### src/design/swm_pkg.sv
// Shared types and constants for the sliding window median filter.
`default_nettype none

package swm_pkg;

  localparam int CFG_BITS       = 5;
  localparam int DEFAULT_WINDOW = 5;

  typedef struct packed {
    logic start;
    logic step;
    logic sign_step;
  } swm_ctl_t;

endpackage

`default_nettype wire

### src/design/swm_ifs.sv
// Valid/ready channel interfaces for the sample and median streams.
`default_nettype none

interface swm_sample_if #(
  parameter int SAMPLE_BITS = 16
) ();
  logic                          valid;
  logic                          ready;
  logic signed [SAMPLE_BITS-1:0] sample;

  modport source (output valid, output sample, input ready);
  modport sink   (input valid, input sample, output ready);
endinterface

interface swm_median_if #(
  parameter int SAMPLE_BITS = 16
) ();
  logic                          valid;
  logic                          ready;
  logic signed [SAMPLE_BITS-1:0] median;

  modport source (output valid, output median, input ready);
  modport sink   (input valid, input median, output ready);
endinterface

`default_nettype wire

### src/design/swm_window.sv
// Circular window store of rotating shift registers with its write pointer.
`default_nettype none

module swm_window #(
  parameter int MAX_WINDOW  = 17,
  parameter int SAMPLE_BITS = 16,
  parameter int LW          = $clog2(MAX_WINDOW + 1)
) (
  input  wire logic                   clk,
  input  wire logic                   rst,
  input  wire logic                   clear,
  input  wire logic [LW-1:0]          len,
  input  wire logic                   wr_en,
  input  wire logic [SAMPLE_BITS-1:0] wr_data,
  input  wire logic                   rotate,
  output logic      [MAX_WINDOW-1:0]  msbs
);
  import swm_pkg::*;

  localparam int PW = $clog2(MAX_WINDOW);

  logic [SAMPLE_BITS-1:0] entries [MAX_WINDOW];
  logic [PW-1:0]          ptr;
  logic [LW-1:0]          ptr_inc;

  assign ptr_inc = LW'(ptr) + LW'(1);

  always_ff @(posedge clk) begin
    if (rst || clear) begin
      ptr <= '0;
      for (int i = 0; i < MAX_WINDOW; i++) begin
        entries[i] <= '0;
      end
    end else if (wr_en) begin
      entries[ptr] <= wr_data;
      ptr          <= (ptr_inc >= len) ? '0 : PW'(ptr_inc);
    end else if (rotate) begin
      for (int i = 0; i < MAX_WINDOW; i++) begin
        entries[i] <= {entries[i][SAMPLE_BITS-2:0], entries[i][SAMPLE_BITS-1]};
      end
    end
  end

  always_comb begin
    for (int i = 0; i < MAX_WINDOW; i++) begin
      msbs[i] = entries[i][SAMPLE_BITS-1];
    end
  end

  ptr_in_window: assert property (@(posedge clk) disable iff (rst)
    LW'(ptr) < len)
    else $error("write pointer outside active window");

endmodule

`default_nettype wire

### src/design/swm_select.sv
// Bit-serial rank selection of the middle entry, most significant bit first.
`default_nettype none

module swm_select #(
  parameter int MAX_WINDOW  = 17,
  parameter int SAMPLE_BITS = 16,
  parameter int LW          = $clog2(MAX_WINDOW + 1)
) (
  input  wire logic                   clk,
  input  wire logic                   rst,
  input  wire swm_pkg::swm_ctl_t      ctl,
  input  wire logic [LW-1:0]          len,
  input  wire logic [MAX_WINDOW-1:0]  bits,
  output logic      [SAMPLE_BITS-1:0] result
);
  import swm_pkg::*;

  logic [MAX_WINDOW-1:0] cand;
  logic [MAX_WINDOW-1:0] mask;
  logic [MAX_WINDOW-1:0] match;
  logic [LW-1:0]         k;
  logic [LW-1:0]         count_low;
  logic                  low_bit;
  logic                  take_low;

  assign low_bit = ctl.sign_step;

  always_comb begin
    count_low = '0;
    for (int i = 0; i < MAX_WINDOW; i++) begin
      mask[i]   = (LW'(i) < len);
      match[i]  = cand[i] & (bits[i] == low_bit);
      count_low = count_low + LW'(match[i]);
    end
  end

  assign take_low = (k < count_low);

  always_ff @(posedge clk) begin
    if (rst) begin
      cand <= '0;
      k    <= '0;
    end else if (ctl.start) begin
      cand <= mask;
      k    <= len >> 1;
    end else if (ctl.step) begin
      if (take_low) begin
        cand <= match;
      end else begin
        cand <= cand & ~match;
        k    <= k - count_low;
      end
    end
  end

  always_ff @(posedge clk) begin
    if (ctl.step) begin
      result <= {result[SAMPLE_BITS-2:0], take_low ? low_bit : ~low_bit};
    end
  end

  rank_covered: assert property (@(posedge clk) disable iff (rst)
    ctl.step |-> ($countones(cand) > int'(k)))
    else $error("candidate set cannot hold the target rank");

endmodule

`default_nettype wire

### src/design/sliding_window_median.sv
// Sliding window median filter top level: control, configuration and output register.
// Sequence: an accepted request starts the bit-serial selection in ST_RUN, then ST_DONE loads
// the output register with the median once that register is free.
// A new request is taken only in ST_IDLE, after the one-bit-per-cycle pass of the selector
// and the load of the output register, which waits while an unaccepted median holds it.
// Reset: synchronous rst clears the window to zero, the pointer to 0, length to 5.
`default_nettype none

module sliding_window_median #(
  parameter int MAX_WINDOW  = 17,
  parameter int SAMPLE_BITS = 16
) (
  input  wire logic                            clk,
  input  wire logic                            rst,
  input  wire logic                            cfg_we,
  input  wire logic [swm_pkg::CFG_BITS-1:0]    cfg_wdata,
  swm_sample_if.sink                           samples,
  swm_median_if.source                         medians
);
  import swm_pkg::*;

  localparam int LW = $clog2(MAX_WINDOW + 1);
  localparam int CW = $clog2(SAMPLE_BITS);

  typedef enum logic [2:0] {
    ST_IDLE = 3'b001,
    ST_RUN  = 3'b010,
    ST_DONE = 3'b100
  } state_t;

  function automatic logic [LW-1:0] norm_len(input logic [CFG_BITS-1:0] req);
    logic [6:0] n;
    n = 7'(req);
    if (n == 7'd0) n = 7'(DEFAULT_WINDOW);
    if (n > 7'(MAX_WINDOW)) n = 7'(MAX_WINDOW);
    if (!n[0]) n = n + 7'd1;
    if (n > 7'(MAX_WINDOW)) n = n - 7'd2;
    if (n == 7'd0) n = 7'd1;
    return LW'(n);
  endfunction

  state_t                 state;
  state_t                 state_next;
  logic [CW-1:0]          cnt;
  logic [LW-1:0]          len;
  logic                   accept;
  logic                   last;
  logic                   slot_free;
  logic                   out_valid;
  logic [SAMPLE_BITS-1:0] out_data;
  logic [SAMPLE_BITS-1:0] result;
  logic [MAX_WINDOW-1:0]  msbs;
  swm_ctl_t               ctl;

  assign samples.ready  = (state == ST_IDLE);
  assign accept         = samples.valid && samples.ready;
  assign last           = (cnt == CW'(SAMPLE_BITS - 1));
  assign slot_free      = !out_valid || medians.ready;
  assign medians.valid  = out_valid;
  assign medians.median = out_data;

  assign ctl.start     = accept;
  assign ctl.step      = (state == ST_RUN);
  assign ctl.sign_step = (cnt == '0);

  always_comb begin
    state_next = state;
    unique case (state)
      ST_IDLE: begin
        if (accept) state_next = ST_RUN;
      end
      ST_RUN: begin
        if (last) state_next = ST_DONE;
      end
      ST_DONE: begin
        if (slot_free) state_next = ST_IDLE;
      end
      default: state_next = ST_IDLE;
    endcase
  end

  always_ff @(posedge clk) begin
    if (rst) begin
      state     <= ST_IDLE;
      cnt       <= '0;
      len       <= norm_len(CFG_BITS'(DEFAULT_WINDOW));
      out_valid <= 1'b0;
    end else begin
      state <= state_next;
      if (cfg_we) begin
        len <= norm_len(cfg_wdata);
      end
      if (state == ST_RUN) begin
        cnt <= last ? '0 : cnt + CW'(1);
      end
      if (state == ST_DONE && slot_free) begin
        out_valid <= 1'b1;
      end else if (medians.ready) begin
        out_valid <= 1'b0;
      end
    end
  end

  always_ff @(posedge clk) begin
    if (state == ST_DONE && slot_free) begin
      out_data <= result;
    end
  end

  swm_window #(
    .MAX_WINDOW  (MAX_WINDOW),
    .SAMPLE_BITS (SAMPLE_BITS),
    .LW          (LW)
  ) u_window (
    .clk     (clk),
    .rst     (rst),
    .clear   (cfg_we),
    .len     (len),
    .wr_en   (accept),
    .wr_data (samples.sample),
    .rotate  (state == ST_RUN),
    .msbs    (msbs)
  );

  swm_select #(
    .MAX_WINDOW  (MAX_WINDOW),
    .SAMPLE_BITS (SAMPLE_BITS),
    .LW          (LW)
  ) u_select (
    .clk    (clk),
    .rst    (rst),
    .ctl    (ctl),
    .len    (len),
    .bits   (msbs),
    .result (result)
  );

  run_ends: assert property (@(posedge clk) disable iff (rst)
    (state == ST_RUN && last) |=> (state == ST_DONE))
    else $error("bit-serial pass did not end after the last bit");

  done_loads: assert property (@(posedge clk) disable iff (rst)
    (state == ST_DONE && slot_free) |=> (out_valid && state == ST_IDLE))
    else $error("median not loaded into the output register");

  idle_between: assert property (@(posedge clk) disable iff (rst)
    (state == ST_RUN) |-> (cnt != '0 || $past(accept)))
    else $error("pass started without a request");

endmodule

`default_nettype wire

### src/flat_wrapper.sv
// flat-port wrapper written by rule: the top's interface ports become plain ports
module sliding_window_median_flat import swm_pkg::*;
#(
  parameter int MAX_WINDOW  = 17,
  parameter int SAMPLE_BITS = 16
)
  (clk, rst, cfg_we, cfg_wdata, samples_valid, samples_sample, samples_ready, medians_valid, medians_median, medians_ready);
  swm_sample_if #(.SAMPLE_BITS(SAMPLE_BITS)) samples_i ();
  swm_median_if #(.SAMPLE_BITS(SAMPLE_BITS)) medians_i ();
  input  wire logic clk;
  input  wire logic rst;
  input  wire logic cfg_we;
  input  wire logic [swm_pkg::CFG_BITS-1:0] cfg_wdata;
  input wire logic [$bits(samples_i.valid)-1:0] samples_valid;
  input wire logic [$bits(samples_i.sample)-1:0] samples_sample;
  output wire logic [$bits(samples_i.ready)-1:0] samples_ready;
  output wire logic [$bits(medians_i.valid)-1:0] medians_valid;
  output wire logic [$bits(medians_i.median)-1:0] medians_median;
  input wire logic [$bits(medians_i.ready)-1:0] medians_ready;
  assign samples_i.valid = samples_valid;
  assign samples_i.sample = samples_sample;
  assign samples_ready = samples_i.ready;
  assign medians_valid = medians_i.valid;
  assign medians_median = medians_i.median;
  assign medians_i.ready = medians_ready;
  sliding_window_median #(.MAX_WINDOW(MAX_WINDOW), .SAMPLE_BITS(SAMPLE_BITS)) u_core (.clk(clk), .rst(rst), .cfg_we(cfg_we), .cfg_wdata(cfg_wdata), .samples(samples_i), .medians(medians_i));
endmodule
### config.mk
export PLATFORM = sky130hd
export DESIGN_NAME = sliding_window_median_flat
export DESIGN_NICKNAME = d
export VERILOG_FILES = /design/src/design/swm_pkg.sv /design/src/design/swm_ifs.sv /design/src/design/swm_window.sv /design/src/design/swm_select.sv /design/src/design/sliding_window_median.sv /design/src/flat_wrapper.sv
export SDC_FILE = /design/constraint.sdc
export NUM_CORES = 1
export LEC_CHECK = 0
export ABC_AREA = 1
export BUFFER_PORTS_ARGS = -buffer_cell sky130_fd_sc_hd__buf_2
export CORE_AREA = 2 2 182 184
export CTS_CLUSTER_DIAMETER = 150
export DETAILED_ROUTE_END_ITERATION = 6
export DIE_AREA = 0 0 184 186
export HOLD_SLACK_MARGIN = 0.15
export PLACE_DENSITY = 0.67
export SYNTH_ARGS = -nofsm -noshare
export SYNTH_HDL_FRONTEND = slang
export SYNTH_SLANG_ARGS = --single-unit
### constraint.sdc
create_clock -name clk -period 12.65 [get_ports clk]
set_input_delay 2.53 -clock clk [delete_from_list [all_inputs] [get_ports clk]]
set_output_delay 2.53 -clock clk [all_outputs]
set_load 0.02 [all_outputs]
After elaboration in Yosys (flattened, before gate mapping)
Memories as Yosys holds them, arrays and structs flattened.
Cells that the tools add are included.

word-level totals
  RAM bits = 272
  register bits after elaboration = 72
  memories kept = 1
  input port bits = 26
  logic and storage cells = 188
  output and inout bits = 18

memory list
  name                     words  bits a word  rd ports  clocked after memory_dff  wr ports  RTL line          source
  u_core.u_window.entries  17     16           17        0                         17        swm_window.sv:22  logic [SAMPLE_BITS-1:0] entries [MAX_WINDOW];

cells by class
  reductions and logical operators = 15
  add/sub/neg operators = 21
  bitwise logic cells = 38
  muxes and demuxes = 57
  equality and inequality tests = 25
  magnitude comparators = 21

operator list
  operator               count
  $mux W16               18
  $mux W7                11
  $add A5 B1 Y5          12
  $mux W17               3
  $lt A4 B5 Y1 const A   8
  $lt A3 B5 Y1 const A   4
  $mux W5                4
  $and A1 B1 Y1          17
  $and A17 B17 Y17       1
  $eq A1 B1 Y1           17
  $not A17 Y17           1
  $or A1 B1 Y1           17
  $mux W4                4
  $reduce_or A16 Y1      1
  $gt A7 B5 Y1 const B   2
  $mux W1                13
  $lt A1 B5 Y1 const A   2
  $lt A2 B5 Y1 const A   2
  $mux W3                3
  $pmux W3 S3            1
  $add A7 B1 Y7 const B  1
  $logic_not A7 Y1       1
  $sub A7 B2 Y7 const B  1
  $ne A2 B1 Y1 const B   3
  other kinds (25)       30

Depth between registers and ports, before layout
Gate-level depths: netlist of the first run.

  depth in word-level cells = 23
  mapped depth = 30
  depth with buffers taken out = 28

By module
A second synthesis of the first run with hierarchy kept.

unflattened totals
  cell total of the unflattened synthesis = 1506
  area, all modules = 15952.8 sq um

modules (own cells, without submodules)
  module                 instances  area each (sq um)  seq. area each (sq um)  cells each
  swm_window             1          12125.4            8267.9                  1059
  swm_select             1          2772.7             920.9                   350
  sliding_window_median  1          1054.8             720.7                   97

Least setup slack after synthesis of the first run
No wires, ideal clock.

  path type = reg-to-reg
  start = register u_core.cnt[0]
  end = register u_core.u_select.cand[15]
  period minus slack after synthesis = 5.781 ns
  setup slack = 6.869 ns
  data required time = 12.518 ns
  arrival time = 5.649 ns
  cell stages (with the launch flop) = 30
  cells stage by stage = dfxtp_1 -> inv_1 -> ha_1 -> clkbuf_1 -> nand2_1 -> buf_2 -> nand2_1 -> nand3_1 -> inv_1 -> fa_1 -> inv_1 -> fa_1 -> fa_1 -> inv_1 -> fa_1 -> fa_1 -> inv_1 -> fa_1 -> o21ai_0 -> nand2_1 -> ha_1 -> nand2_1 -> inv_1 -> nand2_1 -> nand2_1 -> nor2_1 -> clkbuf_1 -> nand2_1 -> nand3_1 -> a21oi_1

on the way
  longest elaborated chain between the ends = 23
  elaborated cells between the ends (all ways) = 57
  those cells by class = 16 x add/sub; 1 x order compare; 17 x eq/ne; 3 x mux; 19 x bitwise; 1 x reduce/logical

RTL lines
  what                          RTL line                     source
  from (decl)                   sliding_window_median.sv:44  logic [CW-1:0] cnt;
  from (signal assigned)        sliding_window_median.sv:94  cnt <= last ? '0 : cnt + CW'(1);
  $logic_not A4 Y1 *            sliding_window_median.sv:64  assign ctl.sign_step = (cnt == '0);
  $eq A1 B1 Y1                  swm_select.sv:32             match[i] = cand[i] & (bits[i] == low_bit);
  $and A1 B1 Y1                 swm_select.sv:32
  $add A1 B1 Y2                 swm_select.sv:33             count_low = count_low + LW'(match[i]);
  $add A2 B1 Y3                 swm_select.sv:33
  $add A3 B1 Y4                 swm_select.sv:33
  $add A4 B1 Y5                 swm_select.sv:33
  $add A5 B1 Y5 (12 in series)  swm_select.sv:33
  $lt A5 B5 Y1                  swm_select.sv:37             assign take_low = (k < count_low);
  $mux W17 *                    swm_select.sv:47             if (take_low) begin
  $mux W17 *                    swm_select.sv:46             end else if (ctl.step) begin
  $mux W17 *                    swm_select.sv:43             end else if (ctl.start) begin
  to (signal assigned)          swm_select.sv:44             cand <= mask;
  to (signal assigned)          swm_select.sv:48             cand <= match;
  to (signal assigned)          swm_select.sv:50             cand <= cand & ~match;
  to (decl)                     swm_select.sv:18             logic [MAX_WINDOW-1:0] cand;

Every way passes the cells marked *; elsewhere a longest branch is shown, timed or not. The select of a mux whose other input is x is not followed.
A chain may end at the register's enable or synchronous reset.

Worst setup path in the final report of the first run
  start = register u_core.cnt[0]
  end = register u_core.u_select.k[0]

on the way
  longest elaborated chain between the ends = 23
  elaborated cells between the ends (all ways) = 58
  those cells by class = 17 x add/sub; 1 x order compare; 18 x eq/ne; 3 x mux; 17 x bitwise; 2 x reduce/logical

RTL lines
  what                          RTL line                     source
  $logic_not A4 Y1 *            sliding_window_median.sv:64
  $eq A1 B1 Y1                  swm_select.sv:32
  $and A1 B1 Y1                 swm_select.sv:32
  $add A1 B1 Y2                 swm_select.sv:33
  $add A2 B1 Y3                 swm_select.sv:33
  $add A3 B1 Y4                 swm_select.sv:33
  $add A4 B1 Y5                 swm_select.sv:33
  $add A5 B1 Y5 (11 in series)  swm_select.sv:33
  $add A5 B1 Y5 *               swm_select.sv:33
  $sub A5 B5 Y5                 swm_select.sv:51             k <= k - count_low;
  $mux W4                       swm_select.sv:47
  $mux W4                       swm_select.sv:46
  $mux W4                       swm_select.sv:43
  to (signal assigned)          swm_select.sv:45             k <= len >> 1;
  to (signal assigned)          swm_select.sv:51
  to (decl)                     swm_select.sv:21             logic [LW-1:0] k;

Marked as above.

==> results of run 1 <==
## report_power, final
| group | leakage (uW) | total (uW) | internal (uW) | switching [uW] |
|---|---|---|---|---|
| Combinational | 0.00220 | 356 | 101 | 255 |
| Sequential | 0.00365 | 1320 | 1290 | 26.1 |
| Clock | 0.000612 | 1110 | 666 | 441 |
## synthesized netlist by cell type (2+ instances only)
cell	instances	area, um^2
nand2_2	7	43.79
nand2_1	151	566.8
buf_1	27	101.4
o21ai_0	218	1091
clkbuf_1	58	217.7
nand4_1	6	37.54
nor3_2	2	20.02
a21oi_1	38	190.2
inv_2	3	11.26
nor2_2	3	18.77
buf_2	23	115.1
nor2_1	35	131.4
ha_1	19	237.7
o22ai_1	19	118.9
nand3_2	7	70.07
nor3_1	4	20.02
dfxtp_1	39	780.8
o21ai_1	72	360.4
xor2_1	5	43.79
nand3_1	318	1592
xnor2_1	3	26.28
inv_1	107	401.6
fa_1	12	240.2
edfxtp_1	304	9129
nand3b_1	2	15.01
## critical path, cell delays in order (launching register included)
cell     delay (ns)
dfxtp_1        0.33
inv_1          0.09
ha_1           0.60
nand2_1        0.58
nand2_1        0.26
nand3_1        0.12
inv_1          0.09
fa_1           0.41
inv_1          0.08
fa_1           0.44
fa_1           0.54
inv_1          0.05
fa_1           0.56
fa_1           0.19
inv_1          0.05
fa_1           0.40
o21ai_0        0.18
nand2_1        0.07
ha_1           0.33
nand2_1        0.12
inv_1          0.06
nand2_1        0.08
nand3_1        0.69
nand2_1        0.34
nand2_1        0.17
o21ai_0        0.20
nor2_1         0.05
## sequential cells by signal (all words and copies together) (netlist names)
register                 cells
u_core.u_window.ptr          5
u_core.medians.median       16
u_core.u_select.cand        17
u_core.state                 3
u_core.medians.valid         1
u_core.u_select.k            5
u_core.cnt                   4
u_core.len                   4
u_core.u_window.entries    272
u_core.u_select.result      16
## through the flow
stage / total power, uW / utilization / cell area (um^2) / setup WS, ns
global placement: 1686 / 0.4977 / 16030 / 5.689
floorplan: 1599 / - / 15670 / 6.869
global route: 2892 / 0.5365 / 17280 / 4.812
CTS: 2795 / 0.5365 / 17280 / 5.456
finish: 2784 / 0.5365 / 17280 / 5.432
detailed placement: 1695 / 0.4977 / 16030 / 5.492
## metal layers
metal | part of all wire | global-route usage | wire length (um)
met1 | 0.47 | 0.3311 | 17390
met2 | 0.44 | 0.3214 | 16280
met3 | 0.070 | 0.03424 | 2573
met4 | 0.016 | 0.05440 | 607
met5 | 0 | 0 | 0
## cell families after synthesis
family / after synthesis / synth area share
compound gates: 351 / 0.1142
buf+inv: 220 / 0.05500
simple gates: 539 / 0.1636
flops: 343 / 0.6322
xor+xnor: 8 / 0.004471
fa+ha+maj: 31 / 0.03049
## path summary, 6_finish.rpt
| path | startpoint | end | slack (ns) | cells after the start |
|---|---|---|---|---|
| worst max-delay path | u_core.cnt[0] | u_core.u_select.k[0] | 5.43 | 26 |
| worst min-delay path | u_core.u_select.result[15] | u_core.medians.median[15] | 0.42 | 0 |
| worst max register to register | u_core.cnt[0] | u_core.u_select.k[0] | 5.43 | 26 |
| worst min register to register | u_core.u_select.result[15] | u_core.medians.median[15] | 0.42 | 0 |
## layout make-up
class	instances	share of cell area
clock buffer	51	0.06329
clock inverter	17	0.008907
timing repair buffer	51	0.01593
tap	408	0.02955
inverter	111	0.02411
sequential	343	0.5735
multi-input combinational	929	0.2847
==> impl_metrics.csv, run 1 <==
group,metric,value,unit
timing,rsz0062_at_grt,"no",
synthesis,syn_area,15670,um^2
drt,postRouteAntennaNets,0,
timing,fin_worst_skew,0.01315,ns
synthesis,netlist_instances,1492,
floorplan,ioPinCount,44,
status,status,"finished clean",
clock_network,clk_path_buf_depth,3,
synthesis,synth_edf_count,304,
timing,final-hold-violation-count,0,
clock_network,cts_setup_buffers,0,
timing,setup_violations,0,
clock_network,htree_levels,2,
placement,hpwl,21610,um
floorplan,rows,66,
synthesis,synth.ff_latch_count,343,
global_routing,grt_pass1_wl,58350,um
floorplan,die_w,184,um
clock_network,clock_latency,0.52,ns
worst_setup_path,worst-endpoint-arrival,7.62,ns
timing,slew-limit-headroom,0.1387,
floorplan,core,32210,um^2
timing,whs,0.4193,ns
synthesis,synthArstFlopShare,0,
drt,vias_per_cell,5.977,
worst_setup_path,required,13.06,ns
power_and_ir_drop,p_leak,0.006457,uW
power_and_ir_drop,p_per_area,161.1,nW/um^2
floorplan,dieArea,34220,um^2
finish,final_cell_mix,"318 x nand3_1, 304 x edfxtp_1, 218 x o21ai_0",
finish,num-fill-cells,2792,
synthesis,yosysUniqueCellTypes,35,
drt,drt_iter0_drc,1335,
finish,mostFrequentLayoutCell,"nand3_1",
drt,vias,11420,
synthesis,synth_area_per_cell,10.51,um^2
placement,dp_cells,1842,
finish,num_antenna_cells,0,
drt,drc,0,
worst_hold_path,hp-class,"register to register",
global_routing,grt_overflow,0,
timing,layout_min_cycle_time,7.218,ns
synthesis,synth_fp_nets,1549,
timing,setup_tns,0,ns
clock_network,ctsHoldBuffers,0,
timing,tightest_slew,1.287,ns
synthesis,ys_seq_area_frac,0.6322,
drt,drt_wl_total,36850,um
timing,drv_slew,0,
finish,stdcell_count,1910,
finish,multi_input_area,4918,um^2
clock_network,cts.clk_slew.worst_paths,0.06,ns
drt,drt_first_pass_iters,7,
clock_network,cts-buffers-inserted,38,
finish,drive_above_1_share,0.08722,
worst_setup_path,end_kind,"register",
clock_network,cts_tree,"built",
finish,area_growth,10.23,%
worst_setup_path,path_class,"register to register",
placement,gp_congestion,0.8742,
run,cap_violations,0,
timing,max_freq,0.1385,GHz
finish,layout.nets,1531,
clock_network,cts_sinks,343,
worst_setup_path,path_max_fanout,21,
global_routing,antenna_found_initial,0,
floorplan,die_y,186,um
synthesis,synth_warnings,0,
global_routing,grt_max_degree,114,
power_and_ir_drop,vdd_ir_drop_max,0.1253,mV
global_routing,grt_pass1_vias,10590,
clock_network,clock_tree.root_cell,"clkbuf_16",
worst_setup_path,start_kind,"register",
floorplan,initial_utilization,0.4867,
drt,post_drt_wl_per_cell,19.29,um
synthesis,synthFlopType,"edfxtp_1",
global_routing,grt.total_usage,0.2160,
finish,seqCellArea,9910,um^2
clock_network,cts_resized,0,
timing,finalCritPeriodShare,0.5706,
placement,portBuffers,43,
No activity file was read; power rests on OpenSTA's default activity.
==> run 2, diff against run 1 <==
--- a/config.mk
+++ b/config.mk
@@ -5,14 +5,14 @@
 export SDC_FILE = /design/constraint.sdc
 export NUM_CORES = 1
 export LEC_CHECK = 0
-export ABC_AREA = 1
+export ABC_AREA = 0
 export BUFFER_PORTS_ARGS = -buffer_cell sky130_fd_sc_hd__buf_2
-export CORE_AREA = 2 2 182 184
+export CORE_AREA = 2 2 180 182
 export CTS_CLUSTER_DIAMETER = 150
 export DETAILED_ROUTE_END_ITERATION = 6
-export DIE_AREA = 0 0 184 186
+export DIE_AREA = 0 0 182 184
 export HOLD_SLACK_MARGIN = 0.15
-export PLACE_DENSITY = 0.67
+export PLACE_DENSITY = 0.69
 export SYNTH_ARGS = -nofsm -noshare
 export SYNTH_HDL_FRONTEND = slang
 export SYNTH_SLANG_ARGS = --single-unit
==> constraint.sdc (replaced) <==
create_clock -name clk -period 6.3 [get_ports clk]
set_input_delay 1.26 -clock clk [delete_from_list [all_inputs] [get_ports clk]]
set_output_delay 1.26 -clock clk [all_outputs]
set_load 0.02 [all_outputs]
==> run 2 against run 1 <==
Synthesized area down 3.1%. Cell count down 21%. Clock skew up 0.0067 ns. Critical path type unchanged.
==> impl_metrics.csv, run 2 <==
group,metric,value,unit
status,status,"finished clean",
power_and_ir_drop,seq_power_share,0.508,
synthesis,synth_warnings,0,
global_routing,grt_overflow,0,
timing,fin_worst_skew,0.01981,ns
drt,vias,9453,
synthesis,synth_xor_area_frac,0.01383,
clock_network,cts_sinks,343,
synthesis,synth_area_leaders,"edfxtp_1 60%, a22o_1 16%, dfxtp_1 5.1%",
global_routing,grt.total_usage,0.2006,
synthesis,ys_seq_area_frac,0.6522,
timing,layout_min_cycle_time,6.065,ns
clock_network,clk_path_buf_depth,3,
floorplan,rows,65,
synthesis,synthArstFlopShare,0,
power_and_ir_drop,clockPowerShare,0.412,
timing,rsz0062_at_grt,"no",
floorplan,ioPinCount,44,
worst_setup_path,worst-endpoint-arrival,6.50,ns
drt,drc,0,
synthesis,netlist_instances,1072,
drt,postRouteAntennaNets,0,
drt,drt_wl_total,33810,um
synthesis,synth.ff_latch_count,343,
placement,portBuffers,43,
worst_setup_path,start_kind,"register",
synthesis,synth_most_common_cell,"edfxtp_1",
timing,finalCritPeriodShare,0.9628,
drt,post_drt_wl_per_cell,22.47,um
synthesis,synth_edf_count,304,
finish,final_cell_mix,"304 x edfxtp_1, 272 x a22o_1, 43 x buf_2",
worst_setup_path,slowest_delay,0.54,ns
power_and_ir_drop,p_per_area,307.0,nW/um^2
worst_setup_path,crit_chain,"inv_1, ha_1, nor3b_2, buf_12, buf_12, xnor2_1, and2_1, fa_1, inv_1, fa_1, fa_1, inv_1, fa_1, fa_2, inv_1, fa_1, ha_1, nor2b_1, o31a_1, o31a_1, mux2_2, o21ai_0",
drt,drt_iter0_drc,1035,
timing,whs,0.4166,ns
global_routing,grt_max_degree,273,
floorplan,initial_utilization,0.4840,
finish,area_growth,11.39,%
worst_setup_path,crit_buf_inv,6,
power_and_ir_drop,switchingPower,1227,uW
clock_network,clock_tree.root_cell,"clkbuf_16",
finish,post-route-util,0.5391,
worst_setup_path,required,6.74,ns
finish,num-fill-cells,2532,
power_and_ir_drop,combPwrFrac,0.080,
clock_network,htree_levels,2,
worst_setup_path,path_max_fanout,8,
timing,max_freq,0.1649,GHz
timing,setup_tns,0,ns
finish,drive_above_1_share,0.1306,
clock_network,cts.clk_slew.worst_paths,0.06,ns
synthesis,synthMuxAreaShare,0.005105,
power_and_ir_drop,internal_power,3969,uW
synthesis,yosys.area_share.simple,0.05772,
synthesis,yosysUniqueCellTypes,58,
finish,num_antenna_cells,0,
global_routing,antenna_found_initial,0,
synthesis,synth_fa_ha_area_frac,0.03146,
clock_network,clock_latency,0.53,ns
finish,stdcell_count,1505,
timing,final-hold-violation-count,0,
synthesis,synth_top_family_by_area,"compound AO/OA/AOI/OAI gates",
worst_setup_path,crit_slowest_cell,"fa_1",
drt,vias_per_cell,6.281,
finish,layout.nets,1135,
synthesis,synthDominantCellAreaShare,0.6008,
synthesis,synth-compound-area-share,0.2035,
power_and_ir_drop,p_leak,0.006230,uW
timing,tightest_slew,1.303,ns
synthesis,synth_fp_nets,1129,
worst_setup_path,path_class,"register to register",
finish,largest_register_ffs,272,
worst_setup_path,end_kind,"register",
synthesis,syn_area,15190,um^2
synthesis,synth_common_cells,"304 x edfxtp_1, 272 x a22o_1, 50 x buf_2, 41 x o21ai_0, 39 x dfxtp_1",
worst_setup_path,cp_top_family,"adder cells",
floorplan,die_y,184,um
finish,multi_input_area,4763,um^2
run,cap_violations,0,
global_routing,grt_pass1_wl,52570,um
placement,hpwl,18920,um
clock_network,cts_tree,"built",
clock_network,cts-buffers-inserted,37,
worst_hold_path,hp-class,"register to register",
synthesis,synth_top_cell_by_area,"edfxtp_1",
worst_setup_path,worst_path_most_repeated_cell,"fa_1",
timing,setup_violations,0,
synthesis,synth_area_per_cell,14.17,um^2
placement,gp_congestion,0.7989,
timing,slew-limit-headroom,0.1314,
floorplan,core,31390,um^2
finish,seqCellArea,9911,um^2
floorplan,die_w,182,um
finish,largest_register,"u_core.u_window.entries",
finish,mostFrequentLayoutCell,"edfxtp_1",
global_routing,grt_pass1_vias,8988,
finish,top_regs,"u_core.u_window.entries x272, u_core.u_select.cand x17",
floorplan,dieArea,33490,um^2
power_and_ir_drop,switching_share,0.2362,
power_and_ir_drop,vdd_ir_drop_max,0.2025,mV
timing,drv_slew,0,
placement,dp_cells,1437,
synthesis,synthFlopType,"edfxtp_1",
drt,drt_first_pass_iters,5,
run 2: cell count changes after synthesis, moves of 18 or more:
| cell | previous run | this run |
|---|---|---|
| o21ai_1 | 72 | 0 |
| clkbuf_1 | 58 | 33 |
| nand2_1 | 151 | 28 |
| inv_1 | 107 | 24 |
| nand3_1 | 318 | 6 |
| o21ai_0 | 218 | 41 |
| buf_2 | 23 | 50 |
| o22ai_1 | 19 | 1 |
| a22o_1 | 0 | 272 |
run 2: timing repair:
item | CTS | global route
buffers inserted | 0 | 4
hold buffers | 0 | 0
resized for setup | 0 | 5
setup endpoints to repair | 0 | 21
run 2: cell type report:
class	count	share of cell area
Inverter	25	0.005544
Clock inverter	15	0.008428
Tap cell	402	0.02972
Timing Repair Buffer	70	0.02765
Clock buffer	49	0.06165
Sequential cell	343	0.5856
Multi-Input combinational cell	601	0.2814
run 2: per-stage QoR:
step	cell area, um^2	worst slack (ns)	power [uW]
floorplan	15190	0.3394	2951
global placement	15670	0.2136	3079
detailed placement	15670	0.06601	3093
CTS	16860	0.05336	5225
global route	16930	0.01649	5373
finish	16930	0.2346	5197
run 2: logic make-up (layout without fill, tap and decap cells):
logic type      after synthesis  count (layout)
buf+inv                     128             159
flops                       343             343
mux                           7               7
simple gates                155             155
xor+xnor                     24              24
compound gates              384             384
fa+ha+maj                    31              31
run 2: worst paths after layout:
path | slack (ns) | startpoint | cells past startpoint | to
worst max register to register | 0.23 | u_core.cnt[1] | 22 | u_core.u_select.k[0]
worst min register to register | 0.42 | u_core.u_select.result[15] | 0 | u_core.medians.median[15]
worst max-delay path | 0.23 | u_core.cnt[1] | 22 | u_core.u_select.k[0]
worst min-delay path | 0.42 | u_core.u_select.result[15] | 0 | u_core.medians.median[15]
run 2: worst register-to-register path: stages (launching register included):
cell	delay, ns
dfxtp_1	0.37
inv_1	0.07
ha_1	0.18
nor3b_2	0.17
buf_12	0.15
buf_12	0.13
xnor2_1	0.11
and2_1	0.17
fa_1	0.52
inv_1	0.06
fa_1	0.52
fa_1	0.54
inv_1	0.05
fa_1	0.45
fa_2	0.35
inv_1	0.08
fa_1	0.42
ha_1	0.28
nor2b_1	0.14
o31a_1	0.38
o31a_1	0.42
mux2_2	0.30
o21ai_0	0.14
run 2: power groups by stage:
stage,Combinational [uW],Clock [uW],Sequential (uW)
2_1_floorplan,290,0,2660
3_3_place_gp,400,0,2680
3_5_place_dp,411,0,2680
4_1_cts,414,2180,2640
5_1_grt,461,2270,2650
6_report,418,2140,2640
run 2: routing by layer:
metal | GRT usage | up-vias | wire length [um]
li1 | - | 4262 | -
met1 | 0.2868 | 4825 | 14610
met2 | 0.3221 | 300 | 16370
met3 | 0.02714 | 66 | 1986
met4 | 0.05968 | 0 | 846
met5 | 0 | - | 0
